[src/hw/rtl/ssa_pkg.sv]
package ssa_pkg;

  localparam int SLOT_CAPACITY = 4096;
  localparam int SPAN_BYTES    = 65536;

  localparam int IDX_W  = $clog2(SLOT_CAPACITY);      // slot index
  localparam int CNT_W  = $clog2(SLOT_CAPACITY) + 1;  // counts up to SLOT_CAPACITY
  localparam int OFF_W  = $clog2(SPAN_BYTES);         // byte offset in span
  localparam int LG_W   = 4;
  localparam int MODE_W = 2;
  localparam int CFG_IDX_W  = 2;
  localparam int CFG_DATA_W = 16;

  // configuration register indexes
  localparam logic [CFG_IDX_W-1:0] CFG_SLOT_SIZE_LOG2    = 2'd0;
  localparam logic [CFG_IDX_W-1:0] CFG_FIRST_SLOT_OFFSET = 2'd1;
  localparam logic [CFG_IDX_W-1:0] CFG_SLOTS_IN_SPAN     = 2'd2;

  // request modes
  localparam logic [MODE_W-1:0] MODE_ALLOC = 2'd0;
  localparam logic [MODE_W-1:0] MODE_FREE  = 2'd1;
  localparam logic [MODE_W-1:0] MODE_CHECK = 2'd2;

  localparam logic [LG_W-1:0] LG_MIN = 4'd4;
  localparam logic [LG_W-1:0] LG_MAX = 4'd14;

  // register reset values
  localparam logic [LG_W-1:0]  LG_RST    = 4'd4;
  localparam logic [OFF_W-1:0] FIRST_RST = 16'd592;
  localparam logic [CNT_W-1:0] SLOTS_RST = 13'd4059;
  localparam int ROOM_RST  = (SPAN_BYTES - 592) >> 4;
  localparam int COUNT_RST = (4059 < ROOM_RST) ? 4059 : ROOM_RST;

  typedef enum logic [1:0] {
    OP_ALLOC,
    OP_FREE,
    OP_CHECK,
    OP_REJECT
  } op_t;

  typedef enum logic [1:0] {
    ST_OK      = 2'd0,
    ST_NO_SLOT = 2'd1,
    ST_REJECT  = 2'd2
  } status_t;

  typedef enum logic [1:0] {
    EV_NONE    = 2'd0,
    EV_FULL    = 2'd1,
    EV_PARTIAL = 2'd2,
    EV_EMPTY   = 2'd3
  } list_event_t;

  typedef enum logic {
    BK_FETCH,
    BK_EXEC
  } back_state_t;

  // classified request between front and back
  typedef struct packed {
    op_t              op;
    logic [IDX_W-1:0] idx;
  } req_t;

  // effective configuration seen by the back end
  typedef struct packed {
    logic [LG_W-1:0]  lg;
    logic [OFF_W-1:0] first;
    logic [CNT_W-1:0] count;
  } cfg_t;

  typedef struct packed {
    status_t          status;
    logic [IDX_W-1:0] number;
    logic [OFF_W-1:0] addr;
    logic [CNT_W-1:0] live;
    list_event_t      list_event;
  } res_t;

endpackage

[src/hw/rtl/ssa_queue.sv]
module ssa_queue (
  input  logic          clk,
  input  logic          rst_n,
  input  logic          push,
  input  ssa_pkg::req_t push_req,
  input  logic          pop,
  output ssa_pkg::req_t head,
  output logic          full,
  output logic          empty
);
  import ssa_pkg::*;

  req_t       slot_r [2];
  logic       wr_ptr_r;
  logic       rd_ptr_r;
  logic [1:0] fill_r;
  logic       do_push;
  logic       do_pop;

  assign full    = (fill_r == 2'd2);
  assign empty   = (fill_r == 2'd0);
  assign do_push = push && !full;
  assign do_pop  = pop && !empty;
  assign head    = slot_r[rd_ptr_r];

  always_ff @(posedge clk) begin
    if (do_push) slot_r[wr_ptr_r] <= push_req;
  end

  always_ff @(posedge clk) begin
    if (!rst_n) begin
      wr_ptr_r <= 1'b0;
      rd_ptr_r <= 1'b0;
      fill_r   <= 2'd0;
    end else begin
      if (do_push) wr_ptr_r <= ~wr_ptr_r;
      if (do_pop)  rd_ptr_r <= ~rd_ptr_r;
      case ({do_push, do_pop})
        2'b10:   fill_r <= fill_r + 2'd1;
        2'b01:   fill_r <= fill_r - 2'd1;
        default: fill_r <= fill_r;
      endcase
    end
  end

endmodule

[config.mk]
export PLATFORM = sky130hd
export DESIGN_NAME = ssa_queue
export DESIGN_NICKNAME = d
export VERILOG_FILES = /design/src/hw/rtl/ssa_pkg.sv /design/src/hw/rtl/ssa_queue.sv
export SDC_FILE = /design/constraint.sdc
export NUM_CORES = 1
export LEC_CHECK = 0
export ABC_CLOCK_PERIOD_IN_PS = 4920
export BUFFER_PORTS_ARGS = -buffer_cell sky130_fd_sc_hd__buf_4
export CORE_UTILIZATION = 30
export CTS_BUF_LIST = sky130_fd_sc_hd__clkbuf_8
export CTS_CLUSTER_SIZE = 30
export DETAILED_ROUTE_END_ITERATION = 8
export PLACE_DENSITY = 0.53
export SETUP_SLACK_MARGIN = 0.1
export SYNTH_ARGS = -nofsm -noshare
export SYNTH_HDL_FRONTEND = slang
export SYNTH_SLANG_ARGS = --single-unit
[constraint.sdc]
create_clock -name clk -period 4.92 [get_ports clk]
set_clock_uncertainty 0.1 [all_clocks]
set_input_delay 0.984 -clock clk [delete_from_list [all_inputs] [get_ports clk]]
set_output_delay 0.984 -clock clk [all_outputs]
set_load 0.02 [all_outputs]
==> reports/metrics.cfg <==
[routing]
drc = 0
num_vias = 674
dr.first_iter.drc_count = 20
vias_per_cell = 4.27
first_pass_iters = 3
antenna_left = 0
wl_per_cell_um = 12.4
wirelength_mm = 1.97

[logic_synthesis]
synthCells = 69
synth_top_area_cell = edfxtp_1
yosysSeqAreaShare = 0.759
yosysWarnings = 0
synth_seq_cells = 33
syn-num-nets = 88
synth_area_um2 = 1240
synth_cell_types = 18
synthTopCellsByArea = edfxtp_1 68%, mux2_2 13%, dfxtp_1 8.1%, xnor2_1 2.1%, a21boi_1 1.2%
syn_area_per_cell_um2 = 18.0
synth_top_area_frac = 0.678

[timing]
maxSlewHeadroom = 0.537
final-setup-viol-count = 0
hold_viol = 0
whs_ns = 0.404
max_freq_mhz = 378
finalCritPeriodShare = 0.538
tns_ns = 0
report.final.slew_viol_count = 0
tightest_slew_ns = 0.695
post-route-min-period_ns = 2.65
setup_slack_ns = 2.27
rsz0062_at_grt = no

[setup_path]
timing_worst_setup_path_type = reg -> out
start_kind = flip-flop
crit_fanout = 14
critPathMaxStageDelay_ns = 0.72
r2r_end = slot_r[0][10]
cp_slowest_cell = dfxtp_1
crit_chain = mux2_2 -> buf_4
reg2regPathDepth = 4
crit_arrival_ns = 1.56
reg2reg_slack_ns = 3.07
worstPathRequired_ns = 3.84
r2r-start = fill_r[0]
cp-end-kind = primary output

[power]
p_int_uw = 595
p_total_uw = 855
leakage_uw = 0.000620
p_seq_frac = 0.460
ir_worst_vdd_mv = 0.235
clkPwrFrac = 0.210
combinationalPowerShare = 0.331
p_switching_uw = 261
power-per-cell-area_nw_per_um2 = 528
netSwitchingFraction = 0.305

[hold_path]
hold_path_class = reg -> reg
worstHoldStart = wr_ptr_r
holdPathEnd = wr_ptr_r
min_path_cells = 2

[floorplanning]
die_y_um = 66.3
die_w_um = 66.3
initial_utilization = 0.312
io_pins = 34
dieArea_um2 = 4390
core-area_um2 = 3970
rows = 23

[clocking]
cts.sinks = 33
ctsHoldBuffers = 0
numCtsBuffers = 5
cts_max_path_buffers = 2
h-tree-depth = 2
post-cts-setup-buffer-count = 0
cts-root-buf = clkbuf_8
clkTransAtPathRegs_ns = 0.06
cts_resized = 0
clk_latency_ns = 0.27
cts_tree = yes

[finish]
layout_common_cells = 33 x buf_4, 28 x edfxtp_1, 14 x mux2_2
regArea_um2 = 941
final_core_util = 0.408
final_common_cell = buf_4
nets = 127
n_fill_cell = 375
multi_input_area_um2 = 283
insertedDiodeCount = 0
area_growth_pct = 30.8
drive_gt1_frac = 0.500

[placement]
dp_hpwl_mm = 1.34
gp_congestion = 0.670
portBuffers = 33
place_ws_ns = 2.52

[grt]
antenna_found_initial = 0
gr-total-overflow = 0
grt_pass1_vias = 682
grt_usage = 0.100
grt_max_degree = 15
grt_pass1_wl_mm = 3.02

[run_status]
status = finished, final reports clean

[run]
max_cap_viol_count = 0

-- power by group through the flow --
stage / Clock, uW / Combinational, uW / Sequential (uW)
after CTS: 187 / 288 / 396
after floorplan: 0 / 196 / 381
after global routing: 197 / 307 / 401
after global placement: 0 / 284 / 399
final: 179 / 283 / 393
after detailed placement: 0 / 286 / 402
-- stage by stage --
stage               instances  cell area (um2)
detailed placement        151             1550
finish                    158             1620
global route              158             1620
global placement          151             1550
floorplan                  69             1240
CTS                       158             1620
-- registers in the layout, indices dropped and copies added, names as in the netlist, named ones only --
name / cells
fill_r: 2
rd_ptr_r: 1
slot_r: 28
wr_ptr_r: 1
-- cells in the mapped netlist --
master    count
nand2_1       1
o21a_1        1
buf_2         1
a21boi_1      2
nand2b_2      1
o21ai_0       2
dfxtp_1       5
or3_1         2
inv_2         1
and3_1        1
mux2_2       14
edfxtp_1     28
xnor2_1       3
inv_1         2
nor2b_1       2
ha_1          1
nor2_1        1
and2_1        1
-- cell type report --
class                      count  share of cell area
multi-input combinational     32               0.174
clock buffer                   5              0.0424
inverter                       3             0.00694
clock inverter                 2             0.00463
tap                           50              0.0386
timing repair buffer          33               0.153
sequential                    33               0.580
-- worst max path at each step --
| stage | from | to | cells after the start |
|---|---|---|---|
| 6_report | flip-flop | head[4] | 2 |
| 5_1_grt | flip-flop | head[4] | 2 |
| 4_1_cts | flip-flop | head[4] | 2 |
| 3_5_place_dp | flip-flop | head[4] | 2 |
| 3_3_place_gp | push | slot_r[0][5] | 4 |
| 2_1_floorplan | push | slot_r[0][0] | 3 |
-- kinds of logic after synthesis --
kind of cell | count (synthesis) | share of synthesized area
AOI/OAI and AO/OA | 5 | 0.0262
xor gates and xnor gates | 3 | 0.0212
adders and majority gates | 1 | 0.0101
buffers and inverters | 4 | 0.0131
DFF | 33 | 0.759
muxes | 14 | 0.127
and+or+nand+nor | 9 | 0.0434
-- worst max-delay path: cells and delay by family, from the launching register on --
family	cells	cell delay [ns]
flops	1	0.72
buf+inv	1	0.16
mux	1	0.41
-- layer usage --
layer	wire length, um	global-route usage	share of wire	vias to the layer above
met5	0	0	0	-
met4	42	0.0638	0.021	0
met3	177	0.0500	0.090	7
met2	890	0.153	0.45	28
met1	857	0.110	0.44	308
li1	-	-	-	331
No activity file was read; power rests on OpenSTA's default activity.
