==> config.mk <==
export PLATFORM = sky130hd
export DESIGN_NAME = ssa_front
export DESIGN_NICKNAME = d
export VERILOG_FILES = /design/src/hw/rtl/ssa_pkg.sv /design/src/hw/rtl/ssa_front.sv
export SDC_FILE = /design/constraint.sdc
export NUM_CORES = 1
export LEC_CHECK = 0
export BUFFER_PORTS_ARGS = -buffer_cell sky130_fd_sc_hd__buf_4
export CAP_MARGIN = 15
export CORE_AREA = 2 2 138 140
export DETAILED_ROUTE_END_ITERATION = 7
export DIE_AREA = 0 0 140 142
export MAX_ROUTING_LAYER = met4
export PLACE_DENSITY_LB_ADDON = 0.25
export SYNTH_ARGS = -nofsm -noshare
export SYNTH_HDL_FRONTEND = slang
export SYNTH_SLANG_ARGS = --single-unit
==> constraint.sdc <==
create_clock -name clk -period 7.15 [get_ports clk]
set_input_delay 1.43 -clock clk [delete_from_list [all_inputs] [get_ports clk]]
set_output_delay 1.43 -clock clk [all_outputs]
set_load 0.1 [all_outputs]
==> src/hw/rtl/ssa_pkg.sv <==
package ssa_pkg;

  localparam int SLOT_CAPACITY = 4096;
  localparam int SPAN_BYTES    = 65536;

  localparam int IDX_W  = $clog2(SLOT_CAPACITY);      // slot index
  localparam int CNT_W  = $clog2(SLOT_CAPACITY) + 1;  // counts up to SLOT_CAPACITY
  localparam int OFF_W  = $clog2(SPAN_BYTES);         // byte offset in span
  localparam int LG_W   = 4;
  localparam int MODE_W = 2;
  localparam int CFG_IDX_W  = 2;
  localparam int CFG_DATA_W = 16;

  // configuration register indexes
  localparam logic [CFG_IDX_W-1:0] CFG_SLOT_SIZE_LOG2    = 2'd0;
  localparam logic [CFG_IDX_W-1:0] CFG_FIRST_SLOT_OFFSET = 2'd1;
  localparam logic [CFG_IDX_W-1:0] CFG_SLOTS_IN_SPAN     = 2'd2;

  // request modes
  localparam logic [MODE_W-1:0] MODE_ALLOC = 2'd0;
  localparam logic [MODE_W-1:0] MODE_FREE  = 2'd1;
  localparam logic [MODE_W-1:0] MODE_CHECK = 2'd2;

  localparam logic [LG_W-1:0] LG_MIN = 4'd4;
  localparam logic [LG_W-1:0] LG_MAX = 4'd14;

  // register reset values
  localparam logic [LG_W-1:0]  LG_RST    = 4'd4;
  localparam logic [OFF_W-1:0] FIRST_RST = 16'd592;
  localparam logic [CNT_W-1:0] SLOTS_RST = 13'd4059;
  localparam int ROOM_RST  = (SPAN_BYTES - 592) >> 4;
  localparam int COUNT_RST = (4059 < ROOM_RST) ? 4059 : ROOM_RST;

  typedef enum logic [1:0] {
    OP_ALLOC,
    OP_FREE,
    OP_CHECK,
    OP_REJECT
  } op_t;

  typedef enum logic [1:0] {
    ST_OK      = 2'd0,
    ST_NO_SLOT = 2'd1,
    ST_REJECT  = 2'd2
  } status_t;

  typedef enum logic [1:0] {
    EV_NONE    = 2'd0,
    EV_FULL    = 2'd1,
    EV_PARTIAL = 2'd2,
    EV_EMPTY   = 2'd3
  } list_event_t;

  typedef enum logic {
    BK_FETCH,
    BK_EXEC
  } back_state_t;

  // classified request between front and back
  typedef struct packed {
    op_t              op;
    logic [IDX_W-1:0] idx;
  } req_t;

  // effective configuration seen by the back end
  typedef struct packed {
    logic [LG_W-1:0]  lg;
    logic [OFF_W-1:0] first;
    logic [CNT_W-1:0] count;
  } cfg_t;

  typedef struct packed {
    status_t          status;
    logic [IDX_W-1:0] number;
    logic [OFF_W-1:0] addr;
    logic [CNT_W-1:0] live;
    list_event_t      list_event;
  } res_t;

endpackage

==> src/hw/rtl/ssa_front.sv <==
module ssa_front (
  input  logic                          clk,
  input  logic                          rst_n,
  input  logic                          cfg_we,
  input  logic [ssa_pkg::CFG_IDX_W-1:0]  cfg_index,
  input  logic [ssa_pkg::CFG_DATA_W-1:0] cfg_wdata,
  input  logic                          req_valid,
  input  logic [ssa_pkg::MODE_W-1:0]     req_mode,
  input  logic [ssa_pkg::OFF_W-1:0]      req_offset,
  input  logic                          q_full,
  output logic                          req_ready,
  output logic                          push,
  output ssa_pkg::req_t                 push_req,
  output ssa_pkg::cfg_t                 cfg
);
  import ssa_pkg::*;

  logic [LG_W-1:0]  lg_raw_r;
  logic [OFF_W-1:0] first_r;
  logic [CNT_W-1:0] slots_r;
  cfg_t             cfg_r;
  cfg_t             cfg_nxt;

  logic [LG_W-1:0]  lg_eff;
  logic [OFF_W:0]   room;
  logic [CNT_W-1:0] slots_cap;
  logic [OFF_W-1:0] delta;
  logic [OFF_W-1:0] shifted;
  logic [OFF_W-1:0] low_mask;
  logic             in_range;
  logic             aligned;

  // configuration registers
  always_ff @(posedge clk) begin
    if (!rst_n) begin
      lg_raw_r <= LG_RST;
      first_r  <= FIRST_RST;
      slots_r  <= SLOTS_RST;
    end else if (cfg_we) begin
      unique case (cfg_index)
        CFG_SLOT_SIZE_LOG2:    lg_raw_r <= cfg_wdata[LG_W-1:0];
        CFG_FIRST_SLOT_OFFSET: first_r  <= cfg_wdata[OFF_W-1:0];
        CFG_SLOTS_IN_SPAN:     slots_r  <= cfg_wdata[CNT_W-1:0];
        default: ;
      endcase
    end
  end

  always_comb begin
    if (lg_raw_r < LG_MIN)      lg_eff = LG_MIN;
    else if (lg_raw_r > LG_MAX) lg_eff = LG_MAX;
    else                        lg_eff = lg_raw_r;
  end

  // usable slot count: limited by SLOT_CAPACITY and by room after slot zero
  always_comb begin
    room      = ((OFF_W+1)'(SPAN_BYTES) - {1'b0, first_r}) >> lg_eff;
    slots_cap = (slots_r > CNT_W'(SLOT_CAPACITY)) ? CNT_W'(SLOT_CAPACITY) : slots_r;
    cfg_nxt.lg    = lg_eff;
    cfg_nxt.first = first_r;
    cfg_nxt.count = ({{(OFF_W+1-CNT_W){1'b0}}, slots_cap} < room) ? slots_cap
                                                                  : room[CNT_W-1:0];
  end

  always_ff @(posedge clk) begin
    if (!rst_n) begin
      cfg_r.lg    <= LG_RST;
      cfg_r.first <= FIRST_RST;
      cfg_r.count <= CNT_W'(COUNT_RST);
    end else begin
      cfg_r <= cfg_nxt;
    end
  end

  assign cfg = cfg_r;

  // classify: decode the offset into a slot index, mark bad offsets as rejects early
  always_comb begin
    in_range = (req_offset >= first_r);
    delta    = req_offset - first_r;
    shifted  = delta >> lg_eff;
    low_mask = (OFF_W'(1) << lg_eff) - OFF_W'(1);
    aligned  = ((delta & low_mask) == '0);
    push_req.idx = shifted[IDX_W-1:0];
    unique case (req_mode)
      MODE_ALLOC: push_req.op = OP_ALLOC;
      MODE_FREE:  push_req.op = (in_range && aligned) ? OP_FREE : OP_REJECT;
      MODE_CHECK: push_req.op = (in_range && aligned) ? OP_CHECK : OP_REJECT;
      default:    push_req.op = OP_REJECT;
    endcase
  end

  assign req_ready = !q_full;
  assign push      = req_valid && !q_full;

endmodule

==> impl_results.md <==
* TritonRoute pass-1 iters at 7
* Power Density at roughly 230 mW/mm^2
* RSZ-0062 raised after global routing: false
* Fin. max-slew vios at 0
* CP startpoint: req_offset[6]
* Post-DP Area at 0.006081 mm^2
* Status: complete, but fails checks
* Average wire per standard cell at 17.42 um
* Resized cells post-CTS at 0
* CTS Buf Count at 9
* CTS tree: built
* Ys Warns at 0
* Routed WL at roughly 18000 um
* Final setup vio count at 0
* Worst path required time at between 5000 and 6000 ps
* FF-to-FF Start: lg_raw_r[2]
* Hold Path Class: reg2reg
* DRC viols at 6
* Placed Instances at slightly above 1000
* Relative slew slack at 32.56%
* Final instance area at approximately 0.0064 mm^2
* Synth Cell Area at between 0.005 and 0.006 mm^2
* Post-synthesis area per instance at approximately 7.2 um^2
* I/O Buffers at just under 90
* Path depth of the worst reg2reg path at 17
* Die footprint at around 0.020 mm^2
* Post-synth EDFFs at 0
* Worst Tran Pin Value at a little over 1000 ps
* First-pass GRT wire length at around 28000 um
* 1st-iter DRT viols at approximately 550
* Vias after detailed routing at around 5500
* Vias/cell at approximately 5.3
* Share of the synthesized area in the top cell type at about a quarter
* Hold slack at 490.1 ps
* Setup bufs post-CTS at 0
* Share of layout cells above drive strength 1 at between 15 and 20%
* Period Utilization, post-route at between 80% and 90%
* Largest net degree at the start of global routing at between 60 and 70
* Fillers at ~2000
* Pwr Total at ~0.0014 W
* Seq/Total Area, Yosys at around a quarter
* Clock Tree Root: clkbuf_16
* GRT overflow at 0
* Leading post-synthesis cells by cell area: dfxtp_1 25%, nand2_1 7.5%, ha_1 7.1%, a21oi_1 4.6%, o21ai_0 4.1%
* Hold path depth at 2
* Crit path DAT at between 4000 and 5000 ps
* Core Region at between 0.015 and 0.02 mm^2
* Cts hold-fix bufs at 0
* Worst Skew at roughly 10 ps
* CTS Sinks at between 60 and 70
* I/O Pins at 90
* Finished Layout Cells at approximately 1000
* Post-synth ARST share at 0%
* Detail Route Antenna Nets at 0
* Width of the die at 140 um
* Max FO, Critical Path at 7
* Hold Fails Final Rpt at 0
* CTS max path bufs at 2
* Dpl hpwl at ~14000 um
* Fmax at between 150 and 200 MHz
* ANT cells at 0
* Final Wtd Congestion at between 0.9 and 1
* Worst VDD drop at 149.5 uV
* Synthesized flop and latch total at 66
* Final #Nets at between 800 and 900
* Worst Min Path Start: slots_r[3]
* Setup TNS at 0 ps
* Critical path launch point type: input port
* Failing checks: design-rule violations
* Most area-hungry cell type in the Yosys netlist: dfxtp_1
* Starting Density at 28.45%
* Cells after synthesis at between 700 and 800
* Predominant post-synthesis flop cell: dfxtp_1
* Initial antenna violation count at 0
* Synth unique cells at a little under 70
* Vias in the first global route at 5013
* R2r setup slk at ~1600 ps
* Top cells by count, synth: 105 x nand2_1, 66 x dfxtp_1, 48 x a21oi_1
* Max-cap violations at 0
* Total GRT Usage at between 15 and 20%
* Count leader, synth: nand2_1
* Max H-tree Level at 3
* Minimum clock period at slightly below 6000 ps
* Setup CP Type: in2out
* Reg clk slew, reported paths at roughly 50 ps
* CP endpoint kind: output port
* Static leakage at 2.663 nW
* Die H at roughly 140 um
* Clock latency at the later pin of the worst-skew pair at 340 ps
* Rows at 50
* Syn-to-layout area delta at 21.63%
-- cell type report --
cell class	instances	area (um^2)	area share, %
Timing Repair Buffer	98	735.7	11.52
Sequential cell	66	1321	20.69
Clock inverter	4	50.05	0.7835
Clock buffer	12	256.5	4.016
Multi-Input combinational cell	582	3607	56.47
Inverter	33	123.9	1.939
Tap cell	234	292.8	4.584
-- state kept, by name, summed over array words and instances, names as in the netlist --
register	flops
lg_raw_r	4
slots_r	13
first_r	16
cfg	33
-- worst max-delay path, cell delays in order --
cell and delay, ps:
buf_4 110, ha_1 390, a21oi_1 360, or3_1 160
o21ai_0 130, a21o_1 210, a311oi_1 720, nor2_1 80
a21o_1 210, nand2b_1 140, o221ai_1 170, buf_4 340
-- metal layers --
| layer | share of wire (%) | global-route usage (%) | vias to the layer above | wire length (um) |
|---|---|---|---|---|
| li1 | - | - | 2764 | - |
| met1 | 48 | 25.71 | 2541 | 8694 |
| met2 | 44 | 27.77 | 161 | 7937 |
| met3 | 5.4 | 3.634 | 20 | 970 |
| met4 | 1.8 | 4.413 | 0 | 324 |
| met5 | 0 | - | - | 0 |
-- placed cells by master (no fill, tap or decap), types with 5 or more instances in the layout --
cell type,synthesis,routed
nand2_1,105,105
buf_4,1,98
dfxtp_1,66,66
a21oi_1,48,48
nor2_1,47,47
o21ai_0,43,43
nand3_1,32,32
inv_1,31,31
ha_1,30,30
and2_1,22,22
nor3_1,18,18
nor2b_1,16,16
a21boi_0,16,16
a21o_1,15,15
a31oi_1,14,14
nand4_1,13,13
o211ai_1,11,11
xnor2_1,9,9
clkbuf_16,0,9
a211oi_1,8,8
o31ai_1,8,8
o22ai_1,8,8
o21a_1,7,7
and3_1,7,7
nor4_1,7,7
or3_1,7,7
mux2i_1,6,6
or2_2,5,5
o21ai_1,5,5
nand2b_1,5,5
o221ai_1,5,5
-- worst paths after layout --
check	endpoint
worst max-delay path	push_req[2]
worst min-delay path	slots_r[3]
worst max register to register	cfg[10]
worst min register to register	slots_r[3]
-- kinds of logic after synthesis --
family	synth area share (%)
flops	25.16
other cells	0.07141
fa+ha+maj	7.529
compound gates	28.35
mux	2.430
buf+inv	6.219
xor+xnor	2.168
simple gates	28.07
-- power breakdown --
group	leakage [nW]	internal (W)	switching [W]	total [W]
Sequential	0.538	0.000387	0.0000172	0.000404
Combinational	1.98	0.000169	0.000417	0.000586
Clock	0.145	0.000288	0.000162	0.000451
-- stage by stage --
step / utilization (%) / setup slack, ps
2_1_floorplan: - / 132.7
3_3_place_gp: 32.95 / 1351
3_5_place_dp: 32.95 / 1284
4_1_cts: 34.61 / 1282
5_1_grt: 34.61 / 1022
6_report: 34.61 / 1264
Power figures use the tool's default switching activity.
